===== src/design/byte_pattern_match_finder_macros.svh =====
// Assertion macros shared by the byte pattern match finder RTL.
// Each macro expects signals named clk and rst in the scope of its use.
`ifndef BYTE_PATTERN_MATCH_FINDER_MACROS_SVH
`define BYTE_PATTERN_MATCH_FINDER_MACROS_SVH

// The check must hold in the same cycle in which the trigger is seen.
`define BPMF_ASSERT_NOW(label, trig, expr, msg) \
  label: assert property (@(posedge clk) disable iff (rst) (trig) |-> (expr)) \
    else $error(msg);

// The check must hold in the cycle after the trigger is seen.
`define BPMF_ASSERT_NEXT(label, trig, expr, msg) \
  label: assert property (@(posedge clk) disable iff (rst) (trig) |=> (expr)) \
    else $error(msg);

`endif


===== src/design/bpmf_pkg.sv =====
// Package for the byte pattern match finder: field widths, register codes and types.
// Used by the channel interfaces, the cell, the aligner and the top level.
`timescale 1ns / 1ps

package bpmf_pkg;

  // Default sizes for the top-level parameters.
  localparam int unsigned MAX_PATTERN_DEF   = 64;
  localparam int unsigned POSITION_BITS_DEF = 32;

  // Fixed field widths of the channels and the configuration port.
  localparam int unsigned INDEX_W     = 6;
  localparam int unsigned BYTE_W      = 8;
  localparam int unsigned LENGTH_W    = 7;
  localparam int unsigned GAP_W       = 16;
  localparam int unsigned START_W     = 32;
  localparam int unsigned CFG_INDEX_W = 1;
  localparam int unsigned CFG_DATA_W  = 16;

  // Configuration register indexes.
  localparam logic [CFG_INDEX_W-1:0] REG_PATTERN_LENGTH = 1'b0;
  localparam logic [CFG_INDEX_W-1:0] REG_MIN_GAP        = 1'b1;

  // Item modes.
  localparam logic MODE_PATTERN = 1'b0;
  localparam logic MODE_TEXT    = 1'b1;

  // Reset value of the pattern length register.
  localparam logic [LENGTH_W-1:0] LENGTH_RESET = 7'd1;

  typedef logic [BYTE_W-1:0] byte_t;

  // Per-cell control from the top level.
  typedef struct packed {
    logic load;    // write this cell's pattern byte
    logic shift;   // a text item is accepted: shift the window and compare
    logic active;  // this cell lies inside the pattern length in use
  } cell_ctrl_t;

endpackage


===== src/design/bpmf_in_if.sv =====
// Input channel of the byte pattern match finder: valid/ready and one input item.
// Depends on bpmf_pkg for the field widths.
`timescale 1ns / 1ps

interface bpmf_in_if;
  logic                            valid;
  logic                            ready;
  logic                            mode;
  logic [bpmf_pkg::INDEX_W-1:0]    pattern_index;
  bpmf_pkg::byte_t                 data_byte;
  logic                            end_of_text;

  modport source (output valid, mode, pattern_index, data_byte, end_of_text,
                  input ready);
  modport sink (input valid, mode, pattern_index, data_byte, end_of_text,
                output ready);
endinterface


===== src/design/bpmf_out_if.sv =====
// Result channel of the byte pattern match finder: valid/ready and one result item.
// Depends on bpmf_pkg for the field widths.
`timescale 1ns / 1ps

interface bpmf_out_if;
  logic                         valid;
  logic                         ready;
  logic                         match_found;
  logic [bpmf_pkg::START_W-1:0] match_start;

  modport source (output valid, match_found, match_start, input ready);
  modport sink (input valid, match_found, match_start, output ready);
endinterface


===== src/design/byte_pattern_match_finder.sv =====
// Byte pattern match finder: cell chain, window aligner and match bookkeeping.
// Depends on bpmf_pkg, bpmf_in_if, bpmf_out_if, bpmf_cell and bpmf_align.
//
// Use: load the pattern with mode 0 items (pattern_index, data_byte), set
// pattern_length and min_gap on the configuration port while the block is
// idle, then stream text bytes with mode 1 items, one per cycle. Each text
// item gives one result item on the result channel: match_found and the
// offset of the first matched byte from the start of the text. A pattern
// load gives no result. end_of_text on a text item restarts the offsets at
// zero after that byte. A text item passes through the compare stage and
// then the result register, from which the receiver takes its result; one
// item is taken every cycle while the receiver keeps up. That rate is set
// by the search start update, which finishes while each item is in the
// compare stage. After reset the length is 1, min_gap is 0, the
// offsets are zero and the pattern bytes are unknown until loaded. When the
// receiver stalls, the result register holds its item, one more item is
// taken into the compare stage, and then ready drops until the result moves.
`timescale 1ns / 1ps
`include "byte_pattern_match_finder_macros.svh"

module byte_pattern_match_finder #(
  parameter int unsigned MAX_PATTERN   = bpmf_pkg::MAX_PATTERN_DEF,
  parameter int unsigned POSITION_BITS = bpmf_pkg::POSITION_BITS_DEF
) (
  input  logic                              clk,
  input  logic                              rst,
  input  logic                              cfg_we,
  input  logic [bpmf_pkg::CFG_INDEX_W-1:0]  cfg_index,
  input  logic [bpmf_pkg::CFG_DATA_W-1:0]   cfg_data,
  bpmf_in_if.sink                           feed,
  bpmf_out_if.source                        result
);

  localparam int unsigned LEN_W = $clog2(MAX_PATTERN + 1);
  localparam int unsigned SH_W  = (MAX_PATTERN > 1) ? $clog2(MAX_PATTERN) : 1;
  localparam int unsigned POS_W = POSITION_BITS;
  localparam int unsigned SS_W  = POSITION_BITS + 1;
  localparam int unsigned SUM_W = ((SS_W > bpmf_pkg::GAP_W) ? SS_W : bpmf_pkg::GAP_W) + 1;
  localparam logic [SS_W-1:0]  SS_MAX  = '1;
  localparam logic [POS_W-1:0] POS_MAX = '1;

  // Configuration registers.
  logic [bpmf_pkg::LENGTH_W-1:0] pattern_length;
  logic [bpmf_pkg::GAP_W-1:0]    min_gap;

  // Position state, compare stage and result register.
  logic [POS_W-1:0]  byte_position;
  logic [POS_W-1:0]  byte_position_next;
  logic [SS_W-1:0]   search_start;
  logic              s1_valid;
  logic              s1_long;
  logic [POS_W-1:0]  s1_start;
  logic [SS_W-1:0]   s1_end;
  logic              s1_eot;
  logic              out_valid;
  logic              out_found;
  logic [bpmf_pkg::START_W-1:0] out_start;

  logic              accept;
  logic              text_acc;
  logic              load_acc;
  logic              advance;
  logic [LEN_W-1:0]  len_use;
  logic [SH_W-1:0]   align_shift;
  logic [SS_W-1:0]   pos_x;
  logic [SS_W-1:0]   len_x;
  logic [SS_W-1:0]   lm1_x;
  logic [SS_W-1:0]   start_x;
  logic              long_enough;
  logic [SUM_W-1:0]  gap_sum;
  logic [SS_W-1:0]   gap_sat;
  logic [SS_W-1:0]   ss_after;
  logic              eq_all;
  logic              hit;

  bpmf_pkg::byte_t   new_win [MAX_PATTERN];
  bpmf_pkg::byte_t   cur_win [MAX_PATTERN];
  bpmf_pkg::byte_t   aligned [MAX_PATTERN];
  logic [MAX_PATTERN-1:0] eq_vec;

  // Configuration writes.
  always_ff @(posedge clk) begin
    if (rst) begin
      pattern_length <= bpmf_pkg::LENGTH_RESET;
      min_gap        <= '0;
    end else if (cfg_we) begin
      unique case (cfg_index)
        bpmf_pkg::REG_PATTERN_LENGTH: pattern_length <= cfg_data[bpmf_pkg::LENGTH_W-1:0];
        bpmf_pkg::REG_MIN_GAP:        min_gap        <= cfg_data;
      endcase
    end
  end

  // Pattern length in use: zero counts as one, large values clip to the cell count.
  always_comb begin
    if (pattern_length == '0) begin
      len_use = LEN_W'(1);
    end else if (32'(pattern_length) > 32'(MAX_PATTERN)) begin
      len_use = LEN_W'(MAX_PATTERN);
    end else begin
      len_use = LEN_W'(pattern_length);
    end
  end

  // Handshake: the compare stage moves on whenever the result register frees up.
  assign accept     = feed.valid && feed.ready;
  assign text_acc   = accept && (feed.mode == bpmf_pkg::MODE_TEXT);
  assign load_acc   = accept && (feed.mode == bpmf_pkg::MODE_PATTERN);
  assign advance    = !out_valid || result.ready;
  assign feed.ready = !s1_valid || advance;

  // Chain of cells; the window enters at cell 0.
  for (genvar k = 0; k < MAX_PATTERN; k++) begin : g_cell
    bpmf_pkg::cell_ctrl_t ctrl;

    if (k == 0) begin : g_head
      assign new_win[k] = feed.data_byte;
    end else begin : g_body
      assign new_win[k] = cur_win[k-1];
    end

    assign ctrl.load   = load_acc && (32'(feed.pattern_index) == 32'(k));
    assign ctrl.shift  = text_acc;
    assign ctrl.active = 32'(k) < 32'(len_use);

    bpmf_cell u_cell (
      .clk        (clk),
      .rst        (rst),
      .ctrl       (ctrl),
      .load_byte  (feed.data_byte),
      .shift_in   (new_win[k]),
      .align_byte (aligned[k]),
      .shift_out  (cur_win[k]),
      .eq         (eq_vec[k])
    );
  end

  // Align the window as it will be after this byte with the pattern cells.
  assign align_shift = SH_W'(MAX_PATTERN - 32'(len_use));

  bpmf_align #(
    .MAX_PATTERN (MAX_PATTERN)
  ) u_align (
    .window  (new_win),
    .shift   (align_shift),
    .aligned (aligned)
  );

  // Start offset of the window ending at this byte. The end offset
  // start + length cannot pass the search start range, so no clipping.
  assign pos_x       = SS_W'(byte_position);
  assign len_x       = SS_W'(len_use);
  assign lm1_x       = len_x - SS_W'(1);
  assign long_enough = pos_x >= lm1_x;
  assign start_x     = pos_x - lm1_x;

  // Byte position counts text bytes, stops at its maximum and restarts at zero after end of text.
  always_comb begin
    if (feed.end_of_text) begin
      byte_position_next = '0;
    end else if (byte_position != POS_MAX) begin
      byte_position_next = byte_position + POS_W'(1);
    end else begin
      byte_position_next = byte_position;
    end
  end

  always_ff @(posedge clk) begin
    if (rst) begin
      byte_position <= '0;
    end else if (text_acc) begin
      byte_position <= byte_position_next;
    end
  end

  // Compare stage registers.
  always_ff @(posedge clk) begin
    if (rst) begin
      s1_valid <= 1'b0;
    end else if (feed.ready) begin
      s1_valid <= text_acc;
    end
  end

  always_ff @(posedge clk) begin
    if (text_acc) begin
      s1_long  <= long_enough;
      s1_start <= start_x[POS_W-1:0];
      s1_end   <= start_x + len_x;
      s1_eot   <= feed.end_of_text;
    end
  end

  // Match decision and the next search start.
  assign eq_all  = &eq_vec;
  assign hit     = s1_valid && s1_long && eq_all && (SS_W'(s1_start) >= search_start);
  assign gap_sum = SUM_W'(search_start) + SUM_W'(min_gap);
  assign gap_sat = (gap_sum > SUM_W'(SS_MAX)) ? SS_MAX : gap_sum[SS_W-1:0];
  assign ss_after = (gap_sat > s1_end) ? gap_sat : s1_end;

  always_ff @(posedge clk) begin
    if (rst) begin
      search_start <= '0;
    end else if (s1_valid && advance) begin
      if (s1_eot) begin
        search_start <= '0;
      end else if (hit) begin
        search_start <= ss_after;
      end
    end
  end

  // Result register.
  always_ff @(posedge clk) begin
    if (rst) begin
      out_valid <= 1'b0;
    end else if (advance) begin
      out_valid <= s1_valid;
    end
  end

  always_ff @(posedge clk) begin
    if (advance && s1_valid) begin
      out_found <= hit;
      out_start <= hit ? bpmf_pkg::START_W'(s1_start) : '0;
    end
  end

  assign result.valid       = out_valid;
  assign result.match_found = out_found;
  assign result.match_start = out_start;

  // Checks on the pipeline and the match bookkeeping.
  `BPMF_ASSERT_NOW(a_stall_blocks_input, s1_valid && !advance, !feed.ready, "input taken while the compare stage is stalled")
  `BPMF_ASSERT_NOW(a_no_match_zero_start, out_valid && !out_found, out_start == '0, "match start set without a match")
  `BPMF_ASSERT_NEXT(a_search_passes_match, hit && advance && !s1_eot, search_start > SS_W'($past(s1_start)), "search start did not move past the reported match")
  `BPMF_ASSERT_NEXT(a_eot_restarts_offset, text_acc && feed.end_of_text, byte_position == '0, "byte position not restarted after end of text")

endmodule


===== src/design/bpmf_cell.sv =====
// One cell of the match chain: a window byte, a pattern byte and a compare flag.
// Depends on bpmf_pkg for the byte and control types.
`timescale 1ns / 1ps

module bpmf_cell (
  input  logic                 clk,
  input  logic                 rst,
  input  bpmf_pkg::cell_ctrl_t ctrl,
  input  bpmf_pkg::byte_t      load_byte,
  input  bpmf_pkg::byte_t      shift_in,
  input  bpmf_pkg::byte_t      align_byte,
  output bpmf_pkg::byte_t      shift_out,
  output logic                 eq
);

  bpmf_pkg::byte_t window_byte;
  bpmf_pkg::byte_t pattern_byte;
  logic            eq_flag;

  // Window byte moves one cell along for every text item.
  always_ff @(posedge clk) begin
    if (rst) begin
      window_byte <= '0;
    end else if (ctrl.shift) begin
      window_byte <= shift_in;
    end
  end

  // Pattern byte is written by a pattern load addressed to this cell.
  always_ff @(posedge clk) begin
    if (ctrl.load) begin
      pattern_byte <= load_byte;
    end
  end

  // Compare the aligned text byte of the new window with this pattern byte.
  // A cell beyond the pattern length always agrees.
  always_ff @(posedge clk) begin
    if (ctrl.shift) begin
      eq_flag <= !ctrl.active || (align_byte == pattern_byte);
    end
  end

  assign shift_out = window_byte;
  assign eq        = eq_flag;

endmodule


===== src/design/bpmf_align.sv =====
// Aligner: lines up the newest pattern-length window bytes with the pattern cells.
// A logarithmic shift network; depends on bpmf_pkg for the byte type.
`timescale 1ns / 1ps

module bpmf_align #(
  parameter int unsigned MAX_PATTERN = bpmf_pkg::MAX_PATTERN_DEF,
  localparam int unsigned SH_W = (MAX_PATTERN > 1) ? $clog2(MAX_PATTERN) : 1
) (
  input  bpmf_pkg::byte_t   window [MAX_PATTERN],
  input  logic [SH_W-1:0]   shift,
  output bpmf_pkg::byte_t   aligned [MAX_PATTERN]
);

  // stage[0] holds the window oldest-first; each level shifts by a power of two.
  bpmf_pkg::byte_t stage [SH_W+1][MAX_PATTERN];

  for (genvar m = 0; m < MAX_PATTERN; m++) begin : g_rev
    assign stage[0][m] = window[MAX_PATTERN-1-m];
  end

  for (genvar b = 0; b < SH_W; b++) begin : g_level
    for (genvar k = 0; k < MAX_PATTERN; k++) begin : g_pos
      if (k + (1 << b) < MAX_PATTERN) begin : g_in
        assign stage[b+1][k] = shift[b] ? stage[b][k+(1<<b)] : stage[b][k];
      end else begin : g_edge
        assign stage[b+1][k] = shift[b] ? '0 : stage[b][k];
      end
    end
  end

  // Output k carries the byte that pattern position k must equal.
  for (genvar k = 0; k < MAX_PATTERN; k++) begin : g_out
    assign aligned[k] = stage[SH_W][k];
  end

endmodule


===== src/flat_wrapper.sv =====
// flat-port wrapper written by rule: the top's interface ports become plain ports
module byte_pattern_match_finder_flat 
#(
  parameter int unsigned MAX_PATTERN   = bpmf_pkg::MAX_PATTERN_DEF,
  parameter int unsigned POSITION_BITS = bpmf_pkg::POSITION_BITS_DEF
)
  (clk, rst, cfg_we, cfg_index, cfg_data, feed_valid, feed_mode, feed_pattern_index, feed_data_byte, feed_end_of_text, feed_ready, result_valid, result_match_found, result_match_start, result_ready);
  bpmf_in_if feed_i ();
  bpmf_out_if result_i ();
  input  logic clk;
  input  logic rst;
  input  logic cfg_we;
  input  logic [bpmf_pkg::CFG_INDEX_W-1:0] cfg_index;
  input  logic [bpmf_pkg::CFG_DATA_W-1:0] cfg_data;
  input wire logic [$bits(feed_i.valid)-1:0] feed_valid;
  input wire logic [$bits(feed_i.mode)-1:0] feed_mode;
  input wire logic [$bits(feed_i.pattern_index)-1:0] feed_pattern_index;
  input wire logic [$bits(feed_i.data_byte)-1:0] feed_data_byte;
  input wire logic [$bits(feed_i.end_of_text)-1:0] feed_end_of_text;
  output wire logic [$bits(feed_i.ready)-1:0] feed_ready;
  output wire logic [$bits(result_i.valid)-1:0] result_valid;
  output wire logic [$bits(result_i.match_found)-1:0] result_match_found;
  output wire logic [$bits(result_i.match_start)-1:0] result_match_start;
  input wire logic [$bits(result_i.ready)-1:0] result_ready;
  assign feed_i.valid = feed_valid;
  assign feed_i.mode = feed_mode;
  assign feed_i.pattern_index = feed_pattern_index;
  assign feed_i.data_byte = feed_data_byte;
  assign feed_i.end_of_text = feed_end_of_text;
  assign feed_ready = feed_i.ready;
  assign result_valid = result_i.valid;
  assign result_match_found = result_i.match_found;
  assign result_match_start = result_i.match_start;
  assign result_i.ready = result_ready;
  byte_pattern_match_finder #(.MAX_PATTERN(MAX_PATTERN), .POSITION_BITS(POSITION_BITS)) u_core (.clk(clk), .rst(rst), .cfg_we(cfg_we), .cfg_index(cfg_index), .cfg_data(cfg_data), .feed(feed_i), .result(result_i));
endmodule

===== config.mk =====
export PLATFORM = sky130hd
export DESIGN_NAME = byte_pattern_match_finder_flat
export DESIGN_NICKNAME = d
export VERILOG_FILES = /design/src/design/bpmf_pkg.sv /design/src/design/bpmf_in_if.sv /design/src/design/bpmf_out_if.sv /design/src/design/byte_pattern_match_finder.sv /design/src/design/bpmf_cell.sv /design/src/design/bpmf_align.sv /design/src/flat_wrapper.sv
export VERILOG_INCLUDE_DIRS = /design/src /design/src/design
export SDC_FILE = /design/constraint.sdc
export NUM_CORES = 2
export LEC_CHECK = 0
export ABC_AREA = 1
export BUFFER_PORTS_ARGS = -buffer_cell sky130_fd_sc_hd__buf_2
export CAP_MARGIN = 40
export CORE_MARGIN = 4
export CORE_UTILIZATION = 45
export CTS_CLUSTER_SIZE = 12
export DETAILED_ROUTE_END_ITERATION = 6
export GPL_TIMING_DRIVEN = 1
export HOLD_SLACK_MARGIN = 0.1
export SYNTH_ARGS = -nofsm -noshare
export SYNTH_HDL_FRONTEND = slang
export SYNTH_SLANG_ARGS = --single-unit

===== constraint.sdc =====
create_clock -name clk -period 8.5 [get_ports clk]
set_input_delay 1.7 -clock clk [delete_from_list [all_inputs] [get_ports clk]]
set_output_delay 1.7 -clock clk [all_outputs]
set_load 0.01 [all_outputs]

Yosys cells after proc, flatten, opt, wreduce, memory -nomap -nowiden. Cells that the tools add are included.

Flip-flop bits (word level): 1270. Input bits: 38. Output and inout bits: 35. Logic and storage cells: 1012.

Add/sub/neg operators: 6. $lt $le $gt $ge: 69. Eq/ne operators: 128. Muxes and demuxes: 392. Bitwise logic cells: 2. Reductions and logical operators: 212.

Operators by type and width (count): $mux 8 (384); $eq 8x8->1 (64); $lt 6x7->1 const A (32); $eq 6x6->1 const B (32); $mux 33 (4); $lt 5x7->1 const A (16); $eq 6x5->1 const B (16); $logic_and 1x1->1 (71); $ge 32x33->1 (2); $logic_not 1->1 (66); $logic_or 1x1->1 (66); $mux 32 (2); $reduce_and 64->1 (1); $lt 4x7->1 const A (8); $eq 6x4->1 const B (8); $add 33x16->34 (1); $gt 34x33->1 const B (1); $add 33x7->33 (1); $gt 33x33->1 (1); $sub 32x33->33 (1); $add 32x1->32 const B (1); $ne 32x32->1 const B (1); $lt 3x7->1 const A (4); $eq 6x3->1 const B (4); other kinds (13) (22).

Depth between registers and ports, before layout.
Depth in word-level cells: 12. Depth in mapped cells: 34. Depth with buffers taken out: 30.

Hierarchy. A second synthesis with hierarchy kept.

Cells, all modules: 14941. Area, all modules: 93284.5 µm².

Modules (own cells, without submodules): bpmf_cell (times used 64, cells an instance 80, area an instance 704.4 µm², sequential area each 430.4 µm²); bpmf_align (times used 1, cells an instance 7250, area an instance 32006.9 µm², sequential area each 0.0 µm²); byte_pattern_match_finder (times used 1, cells an instance 2571, area an instance 16194.3 µm², sequential area each 4804.6 µm²).

Least setup slack after synthesis. No wires, ideal clock.

Path type: input-to-reg. Start point: in result_ready. End point: reg u_core.g_cell[0].u_cell.eq_flag, enable pin. Setup time: 0.546 ns. Arrival: 6.283 ns. Data required time: 7.954 ns. Slack: 1.670 ns. Stages on the path: 6. Path buffers: 2. Cell sequence: inv_1 -> nand3_1 -> nand2_1 -> nor2_1 -> clkbuf_1 -> clkbuf_1.

RTL lines: from (decl) (RTL line flat_wrapper.sv:24) `input wire logic [$bits(result_i.ready)-1:0] result_ready;`; to (signal assigned) (RTL line bpmf_cell.sv:40) `eq_flag <= !ctrl.active || (align_byte == pattern_byte);`; to (decl) (RTL line bpmf_cell.sv:18) `logic eq_flag;`.

Final worst setup path.
Start point: reg u_core.pattern_length[6] (netlist bit). End point: reg u_core.s1_end[17], data pin.

Longest elaborated chain between the ends: 6. Elaborated cells on any way between the ends: 7. Those cells by class: add/sub (3); order compare (1); mux (2); reduce/logical (1).

Ends and longest elaborated chain: from (decl) (RTL line byte_pattern_match_finder.sv:43) `logic [bpmf_pkg::LENGTH_W-1:0] pattern_length;`; from (signal assigned) (RTL line byte_pattern_match_finder.sv:84) `pattern_length <= bpmf_pkg::LENGTH_RESET;`; from (signal assigned) (RTL line byte_pattern_match_finder.sv:88) `bpmf_pkg::REG_PATTERN_LENGTH: pattern_length <= cfg_data[bpmf_pkg::LENGTH_W-1:0];`; $gt 7x7->1 (RTL line byte_pattern_match_finder.sv:98) `end else if (32'(pattern_length) > 32'(MAX_PATTERN)) begin`; $mux 7 (RTL line byte_pattern_match_finder.sv:98); $mux 7 (*) (RTL line byte_pattern_match_finder.sv:96) `if (pattern_length == '0) begin`; $sub 7x1->8 (*) (RTL line byte_pattern_match_finder.sv:153) `assign lm1_x = len_x - SS_W'(1);`; $sub 32x33->33 (*) (RTL line byte_pattern_match_finder.sv:155) `assign start_x = pos_x - lm1_x;`; named net u_core.start_x[5] (RTL line byte_pattern_match_finder.sv:68) `logic [SS_W-1:0] start_x;`; $add 33x7->33 (*) (RTL line byte_pattern_match_finder.sv:189) `s1_end <= start_x + len_x;`; to (signal assigned) (RTL line byte_pattern_match_finder.sv:189); to (decl) (RTL line byte_pattern_match_finder.sv:53) `logic [SS_W-1:0] s1_end;`.

Mark *: on every way through the listed nets, which the timed path passes. The rest lies on a longest branch. A chain may end at the register's enable or synchronous reset.

==> impl_metrics.csv <==
group,metric,value,unit
outcome,outcome,"complete, but fails checks",
outcome,violations,"design-rule violations",
finish,post_layout_nonfiller_instances,16900,
sta,drv_slew,0,
finish,syn_to_final_growth,8.09,%
critical_path,cp_max_fo,90,
floorplanning,dieArea,215000,sq um
floorplanning,core_area,207000,sq um
global_routing,grt_pass1_vias,91800,
sta,rsz0062_at_grt,"no",
detailed_routing,wirelength,441000,um
clock_network,hold_buffers,0,
pwr,powerDensity,226,nW/um^2
detailed_routing,first_pass_iters,7,
pwr,irDropWorstVdd,0.231,mV
synthesis,synth-seq-cells,1270,
clock_network,postCtsSetupBuffers,0,
finish,nets,14200,
synthesis,avgSynthCellArea,6.44,sq um
synthesis,synth_edf_count,676,
sta,hold_viol_final,0,
synthesis,synth_top_area_share,24.2,%
global_routing,grtUsageMet2,55.0,%
global_routing,grt_max_degree,216,
global_routing,use_met1,54.5,%
synthesis,synth_cells,14500,
synthesis,ys_top_cells_by_area,"nand3_1 24%, edfxtp_1 22%, nand2_1 16%, dfxtp_1 13%, inv_1 4.3%",
synthesis,yosysSeqAreaShare,34.4,%
critical_path,startpoint_type,"register",
global_routing,grt_use_met3,11.5,%
pwr,p_leak,44.2,nW
placement,gp_congestion,1.08,
detailed_routing,vias_per_cell,6.18,
global_routing,grt_pass1_wl,632000,um
job,cap_violations,0,
critical_path,crit_top_cell,"nand2_1",
global_routing,antenna_found_initial,20,
finish,final_util,48.8,%
critical_path,cp_slowest_cell,"dfxtp_1",
clock_network,cts.sinks,1270,
global_routing,grt_busiest_layer,"met2",
clock_network,h-tree-depth,4,
global_routing,overflow,0,
sta,worst_slew_pin_slew,1.31,ns
synthesis,ys.flop_type,"edfxtp_1",
clock_network,cts_buffer_depth,3,
floorplanning,die_w,464,um
placement,numPortBuffers,72,
global_routing,track_usage,39.1,%
min_path,hold_class,"reg -> reg",
clock_network,cts_buffers,158,
placement,dp_hpwl,325000,um
critical_path,cp-end-kind,"register",
sta,setup_tns,0,ns
clock_network,clk_latency,0.85,ns
detailed_routing,drc,31,
synthesis,yosysTopAreaCell,"nand3_1",
critical_path,cpPeakStageDelay,0.81,ns
finish,final_cell_mix,"4511 x nand3_1, 3912 x nand2_1, 1063 x inv_1",
critical_path,crit_arrival,7.47,ns
clock_network,postCtsResizedCells,0,
floorplanning,fp-row-count,167,
synthesis,ys_warn_count,0,
detailed_routing,ant_nets,0,
sta,finalCriticalPeriod,6.90,ns
critical_path,cp_data_required_time,9.07,ns
sta,slew_headroom,12.8,%
clock_network,path_clk_slew,0.06,ns
sta,clock_skew,0.0415,ns
synthesis,synth_cell_type_count,58,
critical_path,crit_type,"reg -> reg",
detailed_routing,wl_per_cell,26.1,um
finish,drive_gt1_share,4.20,%
finish,mostFrequentLayoutCell,"nand3_1",
synthesis,syn-cell-area,93500,sq um
sta,min_period_over_period,81.2,%
detailed_routing,first_iter_violations,17000,
finish,nFillCells,21500,
clock_network,cts_tree,"yes",
floorplanning,io_pins,73,
clock_network,clock-root-buffer,"clkbuf_16",
floorplanning,die_y,464,um
placement,place_inst,16600,
synthesis,ys_async_sr_fraction,0,%
detailed_routing,vias,104000,
sta,setup_viol,0,
floorplanning,initial_core_util,45.2,%
sta,max_freq,145,MHz
critical path: cells and delay by family, from the launching register on:
| family | cells | cell delay (ns) |
|---|---|---|
| xor gates and xnor gates | 2 | 0.31 |
| adders and majority gates | 3 | 1.06 |
| and+or+nand+nor | 15 | 3.04 |
| DFF | 1 | 0.81 |
| buffers and inverters | 5 | 0.62 |
| AOI/OAI and AO/OA | 2 | 0.74 |
where the power goes:
group | internal, mW | switching [mW] | total (mW)
Combinational | 2.22 | 6.84 | 9.05
Sequential | 6.69 | 0.147 | 6.84
Clock | 3.98 | 2.97 | 6.95
layer usage:
layer	vias to the layer above	wire length [um]	part of all wire, %
met3	994	56200	13
li1	48200	-	-
met2	6326	176000	40
met4	6	26000	5.9
met5	-	30	0.0068
met1	48800	182000	41
area by class of cell:
type | count | area (sq um) | share of cell area, %
multi-input combinational | 11200 | 53500 | 52.9
sequential | 1270 | 32200 | 31.9
inverter | 1079 | 4090 | 4.05
tap | 2704 | 3380 | 3.35
antenna | 8 | 20.0 | 0.0198
timing repair buffer | 281 | 2670 | 2.65
clock inverter | 69 | 687 | 0.680
clock buffer | 219 | 4500 | 4.45
synthesized netlist by cell type, types with 18 or more instances:
library cell	instances
nand4_1	101
buf_2	322
nand3_1	4511
nor4_1	18
nand2_1	3914
nor2_1	558
edfxtp_1	676
xnor2_1	115
o21ai_0	686
ha_1	125
a21oi_1	699
xor2_1	151
inv_1	1066
clkbuf_1	471
nor3_1	82
nand3b_1	110
dfxtp_1	594
buf_1	162
final timing paths:
| kind | from | slack (ns) | to | cells after the start |
|---|---|---|---|---|
| hold / removal | u_core.g_cell[62].u_cell.shift_out[0]$_SDFFE_PP0P_ | 0.48 | u_core.g_cell[62].u_cell.shift_out[0]$_SDFFE_PP0P_ | 2 |
| hold reg to reg | u_core.g_cell[62].u_cell.shift_out[0]$_SDFFE_PP0P_ | 0.48 | u_core.g_cell[62].u_cell.shift_out[0]$_SDFFE_PP0P_ | 2 |
| setup / recovery | u_core.pattern_length[6]$_SDFFE_PP0P_ | 1.60 | u_core.s1_end[17]$_DFFE_PP_ | 27 |
| setup reg to reg | u_core.pattern_length[6]$_SDFFE_PP0P_ | 1.60 | u_core.s1_end[17]$_DFFE_PP_ | 27 |
per-stage QoR:
stage / area (sq um) / setup WS [ns] / power (mW) / hold WS [ns]
2_1_floorplan: 93600 / 1.67 / 12.6 / 0.425
3_3_place_gp: 95100 / 1.71 / 15.6 / 0.448
3_5_place_dp: 95800 / 1.64 / 15.6 / 0.472
4_1_cts: 101000 / 1.63 / 22.5 / 0.473
5_1_grt: 101000 / 1.03 / 23.8 / 0.504
6_report: 101000 / 1.60 / 22.8 / 0.479
sequential cells by signal (all words and copies together), names as in the netlist:
register and cells:
u_core.g_cell.u_cell.pattern_byte 512, u_core.s1_end 33, u_core.g_cell.u_cell.shift_out 504, u_core.byte_position 32
u_core.search_start 33, u_core.pattern_length 7, u_core.s1_eot 1, u_core.result.match_start 32
u_core.g_cell.u_cell.eq 64, u_core.result.valid 1, u_core.s1_start 32, u_core.min_gap 16
u_core.s1_valid 1, u_core.s1_long 1, u_core.result.match_found 1
cells by family after synthesis:
group | Yosys count | share of synthesized area [%]
flops | 1270 | 34.4
fa+ha+maj | 127 | 1.72
xor+xnor | 269 | 2.54
simple gates | 9354 | 44.7
buf+inv | 2040 | 8.65
compound gates | 1456 | 7.95
other cells | 1 | 0.00401
Power figures use the tool's default switching activity.
